$ cat src/rtl/rc_channels_to_sbus_frame_defines.svh
// Assertion macros shared by the frame encoder.
`ifndef RC_CHANNELS_TO_SBUS_FRAME_DEFINES_SVH
`define RC_CHANNELS_TO_SBUS_FRAME_DEFINES_SVH

// same-cycle implication, sampled on clk, off while in reset
`define RCSB_ASSERT_NOW(name, ante, cons, msg) \
    name: assert property (@(posedge clk) disable iff (!rst_n) (ante) |-> (cons)) \
        else $error(msg);

// next-cycle implication, sampled on clk, off while in reset
`define RCSB_ASSERT_NEXT(name, ante, cons, msg) \
    name: assert property (@(posedge clk) disable iff (!rst_n) (ante) |=> (cons)) \
        else $error(msg);

`endif

$ cat src/rtl/rcsb_pkg.sv
// Shared types and constants of the SBUS frame encoder.
package rcsb_pkg;

    localparam int FRAME_BYTES = 25;
    localparam int POS_W       = $clog2(FRAME_BYTES);
    localparam int CHAN_W      = 11;
    localparam int ANALOG_CH   = 4;
    localparam int PACKED_CH   = 8;
    localparam int PACK_W      = PACKED_CH * CHAN_W;
    localparam int FLAG_INDEX  = 23;
    localparam int PROD_W      = 18;
    localparam int RECIP_W     = 19;
    localparam int QPROD_W     = PROD_W + RECIP_W;
    localparam int RECIP_SHIFT = 25;

    localparam logic [PROD_W-1:0]  SCALE_MUL  = 18'd107;
    localparam logic [PROD_W-1:0]  SCALE_SUB  = 18'd10618;
    // ceil(2^25 / 100): exact floor division for any dividend below 2^18
    localparam logic [RECIP_W-1:0] RECIP_MUL  = 19'd335545;
    localparam logic [CHAN_W-1:0]  CHAN_MAX   = 11'd2047;
    localparam logic [CHAN_W-1:0]  SWITCH_ON  = 11'd1792;
    localparam logic [CHAN_W-1:0]  SWITCH_OFF = 11'd192;

    localparam logic [7:0] SYNC_RESET = 8'd15;
    localparam logic [7:0] MASK_RESET = 8'd4;

    typedef enum logic [0:0] {
        CFG_SYNC_BYTE = 1'b0,
        CFG_LOST_MASK = 1'b1
    } cfg_index_t;

    typedef struct packed {
        logic [ANALOG_CH-1:0][PROD_W-1:0] prod;
        logic [ANALOG_CH-1:0]             sw;
        logic                             lost;
    } front_t;

    typedef struct packed {
        logic [ANALOG_CH-1:0][CHAN_W-1:0] chan;
        logic [ANALOG_CH-1:0]             sw;
        logic                             lost;
    } chan_t;

    typedef struct packed {
        logic             busy;
        logic [POS_W-1:0] pos;
    } ser_status_t;

endpackage

$ cat src/rtl/rcsb_if.sv
// Valid/ready channel interfaces for radio packets and frame bytes.
interface rcsb_pkt_if;
    logic       valid;
    logic       ready;
    logic [7:0] chan_byte_0;
    logic [7:0] chan_byte_1;
    logic [7:0] chan_byte_2;
    logic [7:0] chan_byte_3;
    logic [7:0] chan_byte_4;
    logic [7:0] chan_byte_5;
    logic       frame_lost;

    modport source (
        output valid, chan_byte_0, chan_byte_1, chan_byte_2,
               chan_byte_3, chan_byte_4, chan_byte_5, frame_lost,
        input  ready
    );
    modport sink (
        input  valid, chan_byte_0, chan_byte_1, chan_byte_2,
               chan_byte_3, chan_byte_4, chan_byte_5, frame_lost,
        output ready
    );
endinterface

interface rcsb_byte_if;
    logic       valid;
    logic       ready;
    logic [7:0] out_byte;
    logic       last_byte;

    modport source (output valid, out_byte, last_byte, input ready);
    modport sink   (input valid, out_byte, last_byte, output ready);
endinterface

$ cat src/rtl/rc_channels_to_sbus_frame.sv
// Top level of the radio-packet to SBUS frame encoder.
// Each accepted packet yields one 25-byte SBUS frame on frm, one byte per word,
// the last marked by last_byte. The byte serialiser sends one word per cycle
// while frm.ready holds; the next packet is taken as the last byte of a frame
// leaves the serialiser. After acceptance a packet passes the unpack, reciprocal
// multiply, clamp, frame load and output registers in turn. Configuration is
// sampled when a frame is loaded into the serialiser.
`include "rc_channels_to_sbus_frame_defines.svh"

module rc_channels_to_sbus_frame
    import rcsb_pkg::*;
(
    input  logic        clk,
    input  logic        rst_n,
    rcsb_pkt_if.sink    pkt,
    rcsb_byte_if.source frm,
    input  logic        cfg_we,
    input  logic [0:0]  cfg_index,
    input  logic [7:0]  cfg_wdata
);

    logic        pkt_accept;
    logic [7:0]  sync_byte_reg;
    logic [7:0]  lost_mask_reg;
    logic        fr_valid;
    logic        fr_ready;
    front_t      fr_data;
    logic        ch_valid;
    logic        ch_ready;
    chan_t       ch_data;
    ser_status_t ser_status;

    always_ff @(posedge clk or negedge rst_n)
    begin
        if (!rst_n)
        begin
            sync_byte_reg <= SYNC_RESET;
            lost_mask_reg <= MASK_RESET;
        end
        else if (cfg_we)
        begin
            unique case (cfg_index_t'(cfg_index))
                CFG_SYNC_BYTE: sync_byte_reg <= cfg_wdata;
                CFG_LOST_MASK: lost_mask_reg <= cfg_wdata;
                default:       sync_byte_reg <= sync_byte_reg;
            endcase
        end
    end

    assign pkt_accept = pkt.valid && pkt.ready;

    rcsb_front u_front (
        .clk      (clk),
        .rst_n    (rst_n),
        .pkt      (pkt),
        .st_valid (fr_valid),
        .st_ready (fr_ready),
        .st_data  (fr_data)
    );

    rcsb_scale u_scale (
        .clk       (clk),
        .rst_n     (rst_n),
        .in_valid  (fr_valid),
        .in_ready  (fr_ready),
        .in_data   (fr_data),
        .out_valid (ch_valid),
        .out_ready (ch_ready),
        .out_data  (ch_data)
    );

    rcsb_framer u_framer (
        .clk            (clk),
        .rst_n          (rst_n),
        .in_valid       (ch_valid),
        .in_ready       (ch_ready),
        .in_data        (ch_data),
        .sync_byte      (sync_byte_reg),
        .lost_flag_mask (lost_mask_reg),
        .frm            (frm),
        .status         (ser_status)
    );

    `RCSB_ASSERT_NEXT(a_accept_fills_front, pkt_accept, fr_valid, "accepted packet lost at unpack")
    `RCSB_ASSERT_NOW(a_last_ends_frame, frm.valid && frm.last_byte, ser_status.pos == '0, "last byte sent with serialiser mid-frame")
    `RCSB_ASSERT_NEXT(a_stalled_frame_held, ch_valid && !ch_ready, ch_valid, "scaled frame dropped while serialiser busy")
    `RCSB_ASSERT_NOW(a_idle_at_start, !ser_status.busy, ser_status.pos == '0, "idle serialiser not at frame start")

endmodule

$ cat src/rtl/rcsb_front.sv
// Unpack stage: channel extraction and the 107x product.
module rcsb_front
    import rcsb_pkg::*;
(
    input  logic       clk,
    input  logic       rst_n,
    rcsb_pkt_if.sink   pkt,
    output logic       st_valid,
    input  logic       st_ready,
    output front_t     st_data
);

    logic                             valid_reg;
    logic                             advance;
    front_t                           data_reg;
    front_t                           data_next;
    logic [ANALOG_CH-1:0][CHAN_W-1:0] raw;

    assign advance   = !valid_reg || st_ready;
    assign pkt.ready = advance;

    always_comb
    begin
        raw[0] = {pkt.chan_byte_1[2:0], pkt.chan_byte_0};
        raw[1] = {pkt.chan_byte_2[6:0], pkt.chan_byte_1[7:4]};
        raw[2] = {pkt.chan_byte_4[2:0], pkt.chan_byte_3};
        raw[3] = {pkt.chan_byte_5[6:0], pkt.chan_byte_4[7:4]};
        for (int i = 0; i < ANALOG_CH; i++)
        begin
            data_next.prod[i] = {{(PROD_W-CHAN_W){1'b0}}, raw[i]} * SCALE_MUL;
        end
        data_next.sw   = {pkt.chan_byte_5[7], pkt.chan_byte_4[3],
                          pkt.chan_byte_2[7], pkt.chan_byte_1[3]};
        data_next.lost = pkt.frame_lost;
    end

    always_ff @(posedge clk or negedge rst_n)
    begin
        if (!rst_n)
        begin
            valid_reg <= 1'b0;
        end
        else if (advance)
        begin
            valid_reg <= pkt.valid;
        end
    end

    always_ff @(posedge clk)
    begin
        if (advance && pkt.valid)
        begin
            data_reg <= data_next;
        end
    end

    assign st_valid = valid_reg;
    assign st_data  = data_reg;

endmodule

$ cat src/rtl/rcsb_scale.sv
// Scale stages: offset, reciprocal multiply, clamp to 0..2047.
module rcsb_scale
    import rcsb_pkg::*;
(
    input  logic   clk,
    input  logic   rst_n,
    input  logic   in_valid,
    output logic   in_ready,
    input  front_t in_data,
    output logic   out_valid,
    input  logic   out_ready,
    output chan_t  out_data
);

    typedef struct packed {
        logic [ANALOG_CH-1:0][QPROD_W-1:0] qprod;
        logic [ANALOG_CH-1:0]              neg;
        logic [ANALOG_CH-1:0]              sw;
        logic                              lost;
    } recip_t;

    logic   mul_valid_reg;
    logic   out_valid_reg;
    logic   mul_adv;
    logic   out_adv;
    recip_t mul_reg;
    recip_t mul_next;
    chan_t  out_reg;
    chan_t  out_next;

    logic [ANALOG_CH-1:0][PROD_W-1:0]     diff;
    logic [ANALOG_CH-1:0][QPROD_W-RECIP_SHIFT-1:0] quot;

    assign out_adv  = !out_valid_reg || out_ready;
    assign mul_adv  = !mul_valid_reg || out_adv;
    assign in_ready = mul_adv;

    always_comb
    begin
        for (int i = 0; i < ANALOG_CH; i++)
        begin
            diff[i]           = in_data.prod[i] - SCALE_SUB;
            mul_next.neg[i]   = in_data.prod[i] < SCALE_SUB;
            mul_next.qprod[i] = {{RECIP_W{1'b0}}, diff[i]} *
                                {{PROD_W{1'b0}}, RECIP_MUL};
        end
        mul_next.sw   = in_data.sw;
        mul_next.lost = in_data.lost;
    end

    always_comb
    begin
        for (int i = 0; i < ANALOG_CH; i++)
        begin
            quot[i] = mul_reg.qprod[i][QPROD_W-1:RECIP_SHIFT];
            priority if (mul_reg.neg[i])
                out_next.chan[i] = '0;
            else if (quot[i] > {1'b0, CHAN_MAX})
                out_next.chan[i] = CHAN_MAX;
            else
                out_next.chan[i] = quot[i][CHAN_W-1:0];
        end
        out_next.sw   = mul_reg.sw;
        out_next.lost = mul_reg.lost;
    end

    always_ff @(posedge clk or negedge rst_n)
    begin
        if (!rst_n)
        begin
            mul_valid_reg <= 1'b0;
            out_valid_reg <= 1'b0;
        end
        else
        begin
            if (mul_adv)
            begin
                mul_valid_reg <= in_valid;
            end
            if (out_adv)
            begin
                out_valid_reg <= mul_valid_reg;
            end
        end
    end

    always_ff @(posedge clk)
    begin
        if (mul_adv && in_valid)
        begin
            mul_reg <= mul_next;
        end
        if (out_adv && mul_valid_reg)
        begin
            out_reg <= out_next;
        end
    end

    assign out_valid = out_valid_reg;
    assign out_data  = out_reg;

endmodule

$ cat src/rtl/rcsb_framer.sv
// Frame assembly and byte serialiser with registered output word.
module rcsb_framer
    import rcsb_pkg::*;
(
    input  logic        clk,
    input  logic        rst_n,
    input  logic        in_valid,
    output logic        in_ready,
    input  chan_t       in_data,
    input  logic [7:0]  sync_byte,
    input  logic [7:0]  lost_flag_mask,
    rcsb_byte_if.source frm,
    output ser_status_t status
);

    localparam logic [POS_W-1:0] LAST_POS = POS_W'(FRAME_BYTES - 1);

    logic [7:0]        frame_reg [FRAME_BYTES];
    logic [7:0]        frame_next [FRAME_BYTES];
    logic [PACK_W-1:0] packed_bits;
    logic              busy_reg;
    logic              busy_next;
    logic [POS_W-1:0]  pos_reg;
    logic [POS_W-1:0]  pos_next;
    logic              out_valid_reg;
    logic              out_valid_next;
    logic [7:0]        out_byte_reg;
    logic              last_reg;
    logic              emit;
    logic              emit_last;
    logic              load;

    assign emit      = busy_reg && (!out_valid_reg || frm.ready);
    assign emit_last = emit && (pos_reg == LAST_POS);
    assign in_ready  = !busy_reg || emit_last;
    assign load      = in_valid && in_ready;

    always_comb
    begin
        packed_bits = '0;
        for (int i = 0; i < ANALOG_CH; i++)
        begin
            packed_bits[i*CHAN_W +: CHAN_W] = in_data.chan[i];
            packed_bits[(i+ANALOG_CH)*CHAN_W +: CHAN_W] =
                in_data.sw[i] ? SWITCH_ON : SWITCH_OFF;
        end
        for (int k = 0; k < FRAME_BYTES; k++)
        begin
            frame_next[k] = '0;
        end
        frame_next[0] = sync_byte;
        for (int k = 0; k < PACK_W / 8; k++)
        begin
            frame_next[k+1] = packed_bits[k*8 +: 8];
        end
        frame_next[FLAG_INDEX] = in_data.lost ? lost_flag_mask : 8'd0;
    end

    always_comb
    begin
        busy_next = busy_reg;
        pos_next  = pos_reg;
        if (emit)
        begin
            pos_next = pos_reg + POS_W'(1);
        end
        if (emit_last)
        begin
            busy_next = 1'b0;
            pos_next  = '0;
        end
        if (load)
        begin
            busy_next = 1'b1;
            pos_next  = '0;
        end
        out_valid_next = out_valid_reg;
        if (emit)
        begin
            out_valid_next = 1'b1;
        end
        else if (frm.ready)
        begin
            out_valid_next = 1'b0;
        end
    end

    always_ff @(posedge clk or negedge rst_n)
    begin
        if (!rst_n)
        begin
            busy_reg      <= 1'b0;
            pos_reg       <= '0;
            out_valid_reg <= 1'b0;
        end
        else
        begin
            busy_reg      <= busy_next;
            pos_reg       <= pos_next;
            out_valid_reg <= out_valid_next;
        end
    end

    always_ff @(posedge clk)
    begin
        if (load)
        begin
            for (int k = 0; k < FRAME_BYTES; k++)
            begin
                frame_reg[k] <= frame_next[k];
            end
        end
        if (emit)
        begin
            out_byte_reg <= frame_reg[pos_reg];
            last_reg     <= (pos_reg == LAST_POS);
        end
    end

    assign frm.valid     = out_valid_reg;
    assign frm.out_byte  = out_byte_reg;
    assign frm.last_byte = last_reg;
    assign status.busy   = busy_reg;
    assign status.pos    = pos_reg;

endmodule
$ cat src/flat_wrapper.sv
// flat-port wrapper written by rule: the top's interface ports become plain ports
module rc_channels_to_sbus_frame_flat import rcsb_pkg::*;
  (clk, rst_n, cfg_we, cfg_index, cfg_wdata, pkt_valid, pkt_chan_byte_0, pkt_chan_byte_1, pkt_chan_byte_2, pkt_chan_byte_3, pkt_chan_byte_4, pkt_chan_byte_5, pkt_frame_lost, pkt_ready, frm_valid, frm_out_byte, frm_last_byte, frm_ready);
  rcsb_pkt_if pkt_i ();
  rcsb_byte_if frm_i ();
  input  logic clk;
  input  logic rst_n;
  input  logic cfg_we;
  input  logic [0:0] cfg_index;
  input  logic [7:0] cfg_wdata;
  input wire logic [$bits(pkt_i.valid)-1:0] pkt_valid;
  input wire logic [$bits(pkt_i.chan_byte_0)-1:0] pkt_chan_byte_0;
  input wire logic [$bits(pkt_i.chan_byte_1)-1:0] pkt_chan_byte_1;
  input wire logic [$bits(pkt_i.chan_byte_2)-1:0] pkt_chan_byte_2;
  input wire logic [$bits(pkt_i.chan_byte_3)-1:0] pkt_chan_byte_3;
  input wire logic [$bits(pkt_i.chan_byte_4)-1:0] pkt_chan_byte_4;
  input wire logic [$bits(pkt_i.chan_byte_5)-1:0] pkt_chan_byte_5;
  input wire logic [$bits(pkt_i.frame_lost)-1:0] pkt_frame_lost;
  output wire logic [$bits(pkt_i.ready)-1:0] pkt_ready;
  output wire logic [$bits(frm_i.valid)-1:0] frm_valid;
  output wire logic [$bits(frm_i.out_byte)-1:0] frm_out_byte;
  output wire logic [$bits(frm_i.last_byte)-1:0] frm_last_byte;
  input wire logic [$bits(frm_i.ready)-1:0] frm_ready;
  assign pkt_i.valid = pkt_valid;
  assign pkt_i.chan_byte_0 = pkt_chan_byte_0;
  assign pkt_i.chan_byte_1 = pkt_chan_byte_1;
  assign pkt_i.chan_byte_2 = pkt_chan_byte_2;
  assign pkt_i.chan_byte_3 = pkt_chan_byte_3;
  assign pkt_i.chan_byte_4 = pkt_chan_byte_4;
  assign pkt_i.chan_byte_5 = pkt_chan_byte_5;
  assign pkt_i.frame_lost = pkt_frame_lost;
  assign pkt_ready = pkt_i.ready;
  assign frm_valid = frm_i.valid;
  assign frm_out_byte = frm_i.out_byte;
  assign frm_last_byte = frm_i.last_byte;
  assign frm_i.ready = frm_ready;
  rc_channels_to_sbus_frame u_core (.clk(clk), .rst_n(rst_n), .pkt(pkt_i), .frm(frm_i), .cfg_we(cfg_we), .cfg_index(cfg_index), .cfg_wdata(cfg_wdata));
endmodule
$ cat config.mk
export PLATFORM = sky130hd
export DESIGN_NAME = rc_channels_to_sbus_frame_flat
export DESIGN_NICKNAME = d
export VERILOG_FILES = /design/src/rtl/rcsb_pkg.sv /design/src/rtl/rcsb_if.sv /design/src/rtl/rc_channels_to_sbus_frame.sv /design/src/rtl/rcsb_front.sv /design/src/rtl/rcsb_scale.sv /design/src/rtl/rcsb_framer.sv /design/src/flat_wrapper.sv
export VERILOG_INCLUDE_DIRS = /design/src /design/src/rtl
export SDC_FILE = /design/constraint.sdc
export NUM_CORES = 2
export LEC_CHECK = 0
export ABC_AREA = 1
export BUFFER_PORTS_ARGS = -buffer_cell sky130_fd_sc_hd__buf_2
export CAP_MARGIN = 10
export CORE_ASPECT_RATIO = 0.6
export CORE_MARGIN = 1.5
export CORE_UTILIZATION = 55
export DETAILED_ROUTE_END_ITERATION = 7
export MAX_ROUTING_LAYER = met4
export PLACE_DENSITY = 0.67
export SLEW_MARGIN = 10
export SYNTH_ARGS = -nofsm -noshare
export SYNTH_HDL_FRONTEND = slang
export SYNTH_SLANG_ARGS = --single-unit
$ cat constraint.sdc
create_clock -name clk -period 16.1 [get_ports clk]
set_input_delay 0.805 -clock clk [delete_from_list [all_inputs] [get_ports clk]]
set_output_delay 0.805 -clock clk [all_outputs]
set_load 0.03 [all_outputs]
# [Yosys cells after proc, flatten, opt, wreduce, memory -nomap -nowiden]
# Memories as Yosys holds them, arrays and structs flattened. A register that Yosys moved wholly into a read port is not among the register bits.
# Cells that the tools add are included.
[word_totals] word_cells=91 mem_count=1 output_inout_bits=11 inputBits=63 ff_bits=310 ram_bits=200
[op_classes] add_sub_neg=5 magnitude_cmp=8 n_mux=18 eq_ne=1 n_mul=8 n_reduce_logical=21 n_bitwise=1
[mem_list] memory="u_core.u_framer.frame_reg" depth=25 width=8 read_ports=1 rd_ports_with_merged_regs=1 wr=25 line_no="rcsb_framer.sv:18" rtl="logic [7:0] frame_reg [FRAME_BYTES];"
[op_table] cell="$mul 18x19->37 const B" count=4
[op_table] cell="$mux 11" count=8
[op_table] cell="$lt 18x14->1 const B" count=4
[op_table] cell="$mul 11x7->18 const B" count=4
[op_table] cell="$sub 18x14->18 const B" count=4
[op_table] cell="$gt 12x11->1 const B" count=4
[op_table] cell="$mux 5" count=3
[op_table] cell="$mux 8" count=1
[op_table] cell="$logic_and 1x1->1" count=6
[op_table] cell="$mux 1" count=6
[op_table] cell="$add 5x1->5 const B" count=1
[op_table] cell="$eq 5x5->1 const B" count=1
[op_table] cell="$logic_not 1->1" count=5
[op_table] cell="$logic_or 1x1->1" count=5
[op_table] cell="$reduce_and 2->1" count=2
[op_table] cell="$reduce_bool 2->1" count=2
[op_table] cell="$reduce_bool 3->1" count=1
[op_table] cell="$not 1->1" count=1

# [Longest topological paths before layout]
[depth] word_depth=9 ltp_mapped=36

# [Cells and area by module]
# A second synthesis with hierarchy kept.
[unflattened] hier_cells=5399 hier_area_um2=45727.6
[modules_own_cells] mod="rcsb_scale" cells_each=3751 area_each_um2=31066.0 n_inst=1
[modules_own_cells] mod="rcsb_front" cells_each=1209 area_each_um2=10272.4 n_inst=1
[modules_own_cells] mod="rcsb_framer" cells_each=369 area_each_um2=3719.8 n_inst=1
[modules_own_cells] mod="rc_channels_to_sbus_frame" cells_each=70 area_each_um2=669.4 n_inst=1

# [Worst setup path before layout]
# Ideal clock, no wire load.
[synth_timing] kind="flip-flop to flip-flop" start="register u_core.u_front.data_reg, in the netlist u_core.u_front.st_data[60]" end="register u_core.u_scale.mul_reg[151] in the netlist's numbering, data pin" required_ns=15.848 slack_ns=9.924 stages_incl_launch_ff=26 period_less_slack_ns=6.176 n_path_buf=0 t_arrival_ns=5.924 path_cell_list="edfxtp_1 > inv_1 > ha_1 > inv_1 > nand3_2 > o21ai_4 > xor2_1 > inv_1 > fa_1 > inv_1 > fa_1 > fa_1 > fa_1 > fa_1 > inv_1 > fa_1 > inv_1 > ha_1 > a21oi_1 > o21bai_1 > a21oi_1 > o21ai_0 > a21oi_1 > nand2_1 > nand2_1 > nand2_1"
[synth_rtl] element="start: declaration" line_no="rcsb_front.sv:15" rtl="front_t data_reg;"
[synth_rtl] element="start signal: assignment" line_no="rcsb_front.sv:53" rtl="data_reg <= data_next;"
[synth_rtl] element="end signal: assignment" line_no="rcsb_scale.sv:91" rtl="mul_reg <= mul_next;"
[synth_rtl] element="end: declaration" line_no="rcsb_scale.sv:26" rtl="recip_t mul_reg;"

==> impl_results.md <==
- Result of the run: completed
- Die Height: 220 µm
- Layout Cells excl Fill: 5982
- Number of I/O pins: 74
- Clock latency of the later-clocked register in the worst-skew pair: 650 ps
- Final setup violation count: 0
- Total number of vias: 31400
- Fin Clk Skew: 51.8 ps
- Vias in the first global route: 30000
- Number of clock buffers inserted by TritonCTS: 31
- Count of nets after finishing: 6304
- Share of the core filled with cells in the final layout: 59.2%
- Classification of the worst setup path: reg -> reg
- Crit-path max FO: 6
- Most common cell after layout, fill and taps aside: sky130_fd_sc_hd__inv_1
- Area Growth Syn to Fin: 6.35%
- Slowest CP cell: sky130_fd_sc_hd__xor2_1
- Clock transition at path regs: 70 ps
- Nets in the synthesized netlist: 6209
- Count of warnings emitted by yosys: 0
- Post-synth ARST share: 9.09%
- TritonCTS clock tree: yes
- Final Slew Violations: 0
- Placeable core region: 77700 µm²
- Proportion of layout cells with a drive suffix above 1: 4.16%
- Remaining antenna violation count after routing: 0
- Max_slew headroom: 29.2%
- Synthesized area per cell: 9.00 µm²
- Detailed Route WL: 105000 µm
- Root Buffer: sky130_fd_sc_hd__clkbuf_16
- Cells after Synth: 4808
- Flip-flop cell with the highest count after synthesis: sky130_fd_sc_hd__edfxtp_1
- Worst Hold Class: in -> async
- Pin count of the biggest net entering global routing: 58
- Count of flip-flops with a built-in enable after synthesis: 260
- Cell area after synthesis: 43300 µm²
- # hold bufs at CTS: 0
- Worst Setup Start Kind: register
- Routed WL per cell: 17.6 µm
- Number of vias per cell: 5.25
- Die Area: 80400 µm²
- Clock tree buffer depth: 3
- Drt first-iter violations: 2708
- Data arrival time of the worst path: 7640 ps
- HPWL reported at the end of detailed placement: 92600 µm
- Site row count: 79
- Seq cells post-synth: 286
- Count of cells resized by post-cts repair: 0
- Number of max-cap violations: 0
- Placed instance count: 5923
- Worst Max-Slew Pin Slew: 1060 ps
- I/O Buffers: 73
- Sinks on Clock Net: 286
- Post-CTS Setup Bufs: 0
- Min Tclk post-route: 7270 ps
- Initial cell density of the core: 55.7%
- Number of distinct standard cells referenced by the synthesized netlist: 54
- Longest individual stage delay on the worst path: 660 ps
- Total iterations of the first detailed-routing run: 5
- Horizontal extent of the die: 365 µm
- Summed negative setup slack over all endpoints: 0 ps
- RSZ-0062 raised after global routing: false
- Flip-flop count of the largest register after layout: 77
- Post-route DRC: 0
- Commonest non-fill, non-tap cells in the layout: sky130_fd_sc_hd__inv_1, sky130_fd_sc_hd__ha_1, sky130_fd_sc_hd__nand2_1
- Critical Path End Type: register
- RePlAce Congestion: 1.01
- Wire length of the first global-routing pass: 168000 µm
- Number of antenna violations at the first check in global routing: 2
- Maximum level of the CTS H-tree: 1
- Worst path required time: 16470 ps
- Total global-route track usage: 27.7%
- Number of endpoints with negative hold slack in the final report: 0
- Global-route congestion overflow total: 0
- Ratio of final minimum period to clock period: 45.1%
- Sequential area share after synthesis: 19.6%
- Highest Clock Rate: 138 MHz
==> final timing paths <==
path | start | end | slack, ps | depth (start not counted)
max in group asynchronous | rst_n | u_core.sync_byte_reg[6]$_DFFE_PN0P_ | 15520 | 1
min | rst_n | u_core.u_framer.frm.valid$_DFFE_PN0P_ | 190 | 1
min reg2reg | u_core.u_scale.out_data[44]$_SDFFCE_PP0P_ | u_core.u_framer.frame_reg[5][7]$_DFFE_PP_ | 400 | 0
max | u_core.u_front.st_data[42]$_DFFE_PP_ | u_core.u_scale.mul_reg[114]$_DFFE_PP_ | 8830 | 25
min in group clk | pkt_frame_lost | u_core.u_front.st_data[0]$_DFFE_PP_ | 370 | 1
max reg2reg | u_core.u_front.st_data[42]$_DFFE_PP_ | u_core.u_scale.mul_reg[114]$_DFFE_PP_ | 8830 | 25
==> worst max-delay path, delay by kind of cell, from the launching register on <==
kind            cells  cell delay (ps)
xor+xnor            1              660
buf+inv             6              750
compound gates      6             1130
fa+ha+maj           8             3620
flops               1              490
simple gates        4              360
==> metal layers <==
| metal | wire, µm | part of all wire (%) | GRT usage (%) | vias to the layer above |
|---|---|---|---|---|
| met3 | 12000 | 11 | 8.80 | 51 |
| met1 | 58300 | 55 | 47.3 | 14900 |
| met4 | 789 | 0.75 | 2.54 | 0 |
| met2 | 34300 | 33 | 30.7 | 1061 |
| met5 | 0 | 0 | - | - |
| li1 | - | - | - | 15400 |
==> cell usage after synthesis, types with 3 or more instances <==
cell type	n	share of area, %
sky130_fd_sc_hd__o31ai_1	5	0.087
sky130_fd_sc_hd__dfstp_2	5	0.30
sky130_fd_sc_hd__xor2_1	95	1.9
sky130_fd_sc_hd__o211ai_1	4	0.069
sky130_fd_sc_hd__o21a_1	16	0.28
sky130_fd_sc_hd__o21ai_0	156	1.8
sky130_fd_sc_hd__edfxtp_1	260	18
sky130_fd_sc_hd__o21ai_1	10	0.12
sky130_fd_sc_hd__nand2_2	21	0.30
sky130_fd_sc_hd__inv_2	11	0.095
sky130_fd_sc_hd__buf_2	5	0.058
sky130_fd_sc_hd__fa_1	532	25
sky130_fd_sc_hd__nor2_1	331	2.9
sky130_fd_sc_hd__nand4_1	16	0.23
sky130_fd_sc_hd__nand2_1	721	6.3
sky130_fd_sc_hd__a31oi_1	11	0.16
sky130_fd_sc_hd__nor2_2	8	0.12
sky130_fd_sc_hd__dfrtp_1	21	1.2
sky130_fd_sc_hd__ha_1	806	23
sky130_fd_sc_hd__xnor2_1	29	0.59
sky130_fd_sc_hd__clkbuf_1	13	0.11
sky130_fd_sc_hd__nand3b_1	4	0.069
sky130_fd_sc_hd__or2_2	7	0.10
sky130_fd_sc_hd__nand3_1	147	1.7
sky130_fd_sc_hd__and2_1	3	0.043
sky130_fd_sc_hd__o21bai_1	18	0.31
sky130_fd_sc_hd__nor3_1	57	0.66
sky130_fd_sc_hd__nor4_1	7	0.10
sky130_fd_sc_hd__a22oi_1	7	0.12
sky130_fd_sc_hd__a21boi_0	19	0.33
sky130_fd_sc_hd__a21oi_1	213	2.5
sky130_fd_sc_hd__a21oi_2	3	0.061
sky130_fd_sc_hd__a21o_1	27	0.47
sky130_fd_sc_hd__o311ai_0	4	0.081
sky130_fd_sc_hd__inv_1	1187	10
sky130_fd_sc_hd__a211oi_1	6	0.10
sky130_fd_sc_hd__nand3_2	4	0.093
==> stage by stage <==
step	area (µm²)	worst slack, ps	hold slack, ps
2_1_floorplan	43300	9920	400
3_3_place_gp	45000	9080	403
3_5_place_dp	45000	8980	405
4_1_cts	46000	8950	188
5_1_grt	46000	8450	228
6_report	46000	8830	187
==> kinds of logic after synthesis <==
kind of cell / synth area share, %
xor+xnor: 2.58
buf+inv: 10.6
flops: 19.6
simple gates: 12.6
compound gates: 6.69
mux: 0.0463
fa+ha+maj: 47.9
==> area by class of cell <==
cell class / count / area [µm²]
Clock inverter: 20 / 254
Antenna cell: 1 / 2.50
Tap cell: 1053 / 1320
Clock buffer: 38 / 812
Fill cell: 6985 / 31700
Multi-Input combinational cell: 3305 / 30300
Inverter: 1199 / 4500
Timing Repair Buffer: 80 / 418
Sequential cell: 286 / 8460
Power is not shown: default switching activity piles up to over one toggle a cycle in this logic, so the estimate is an artifact.
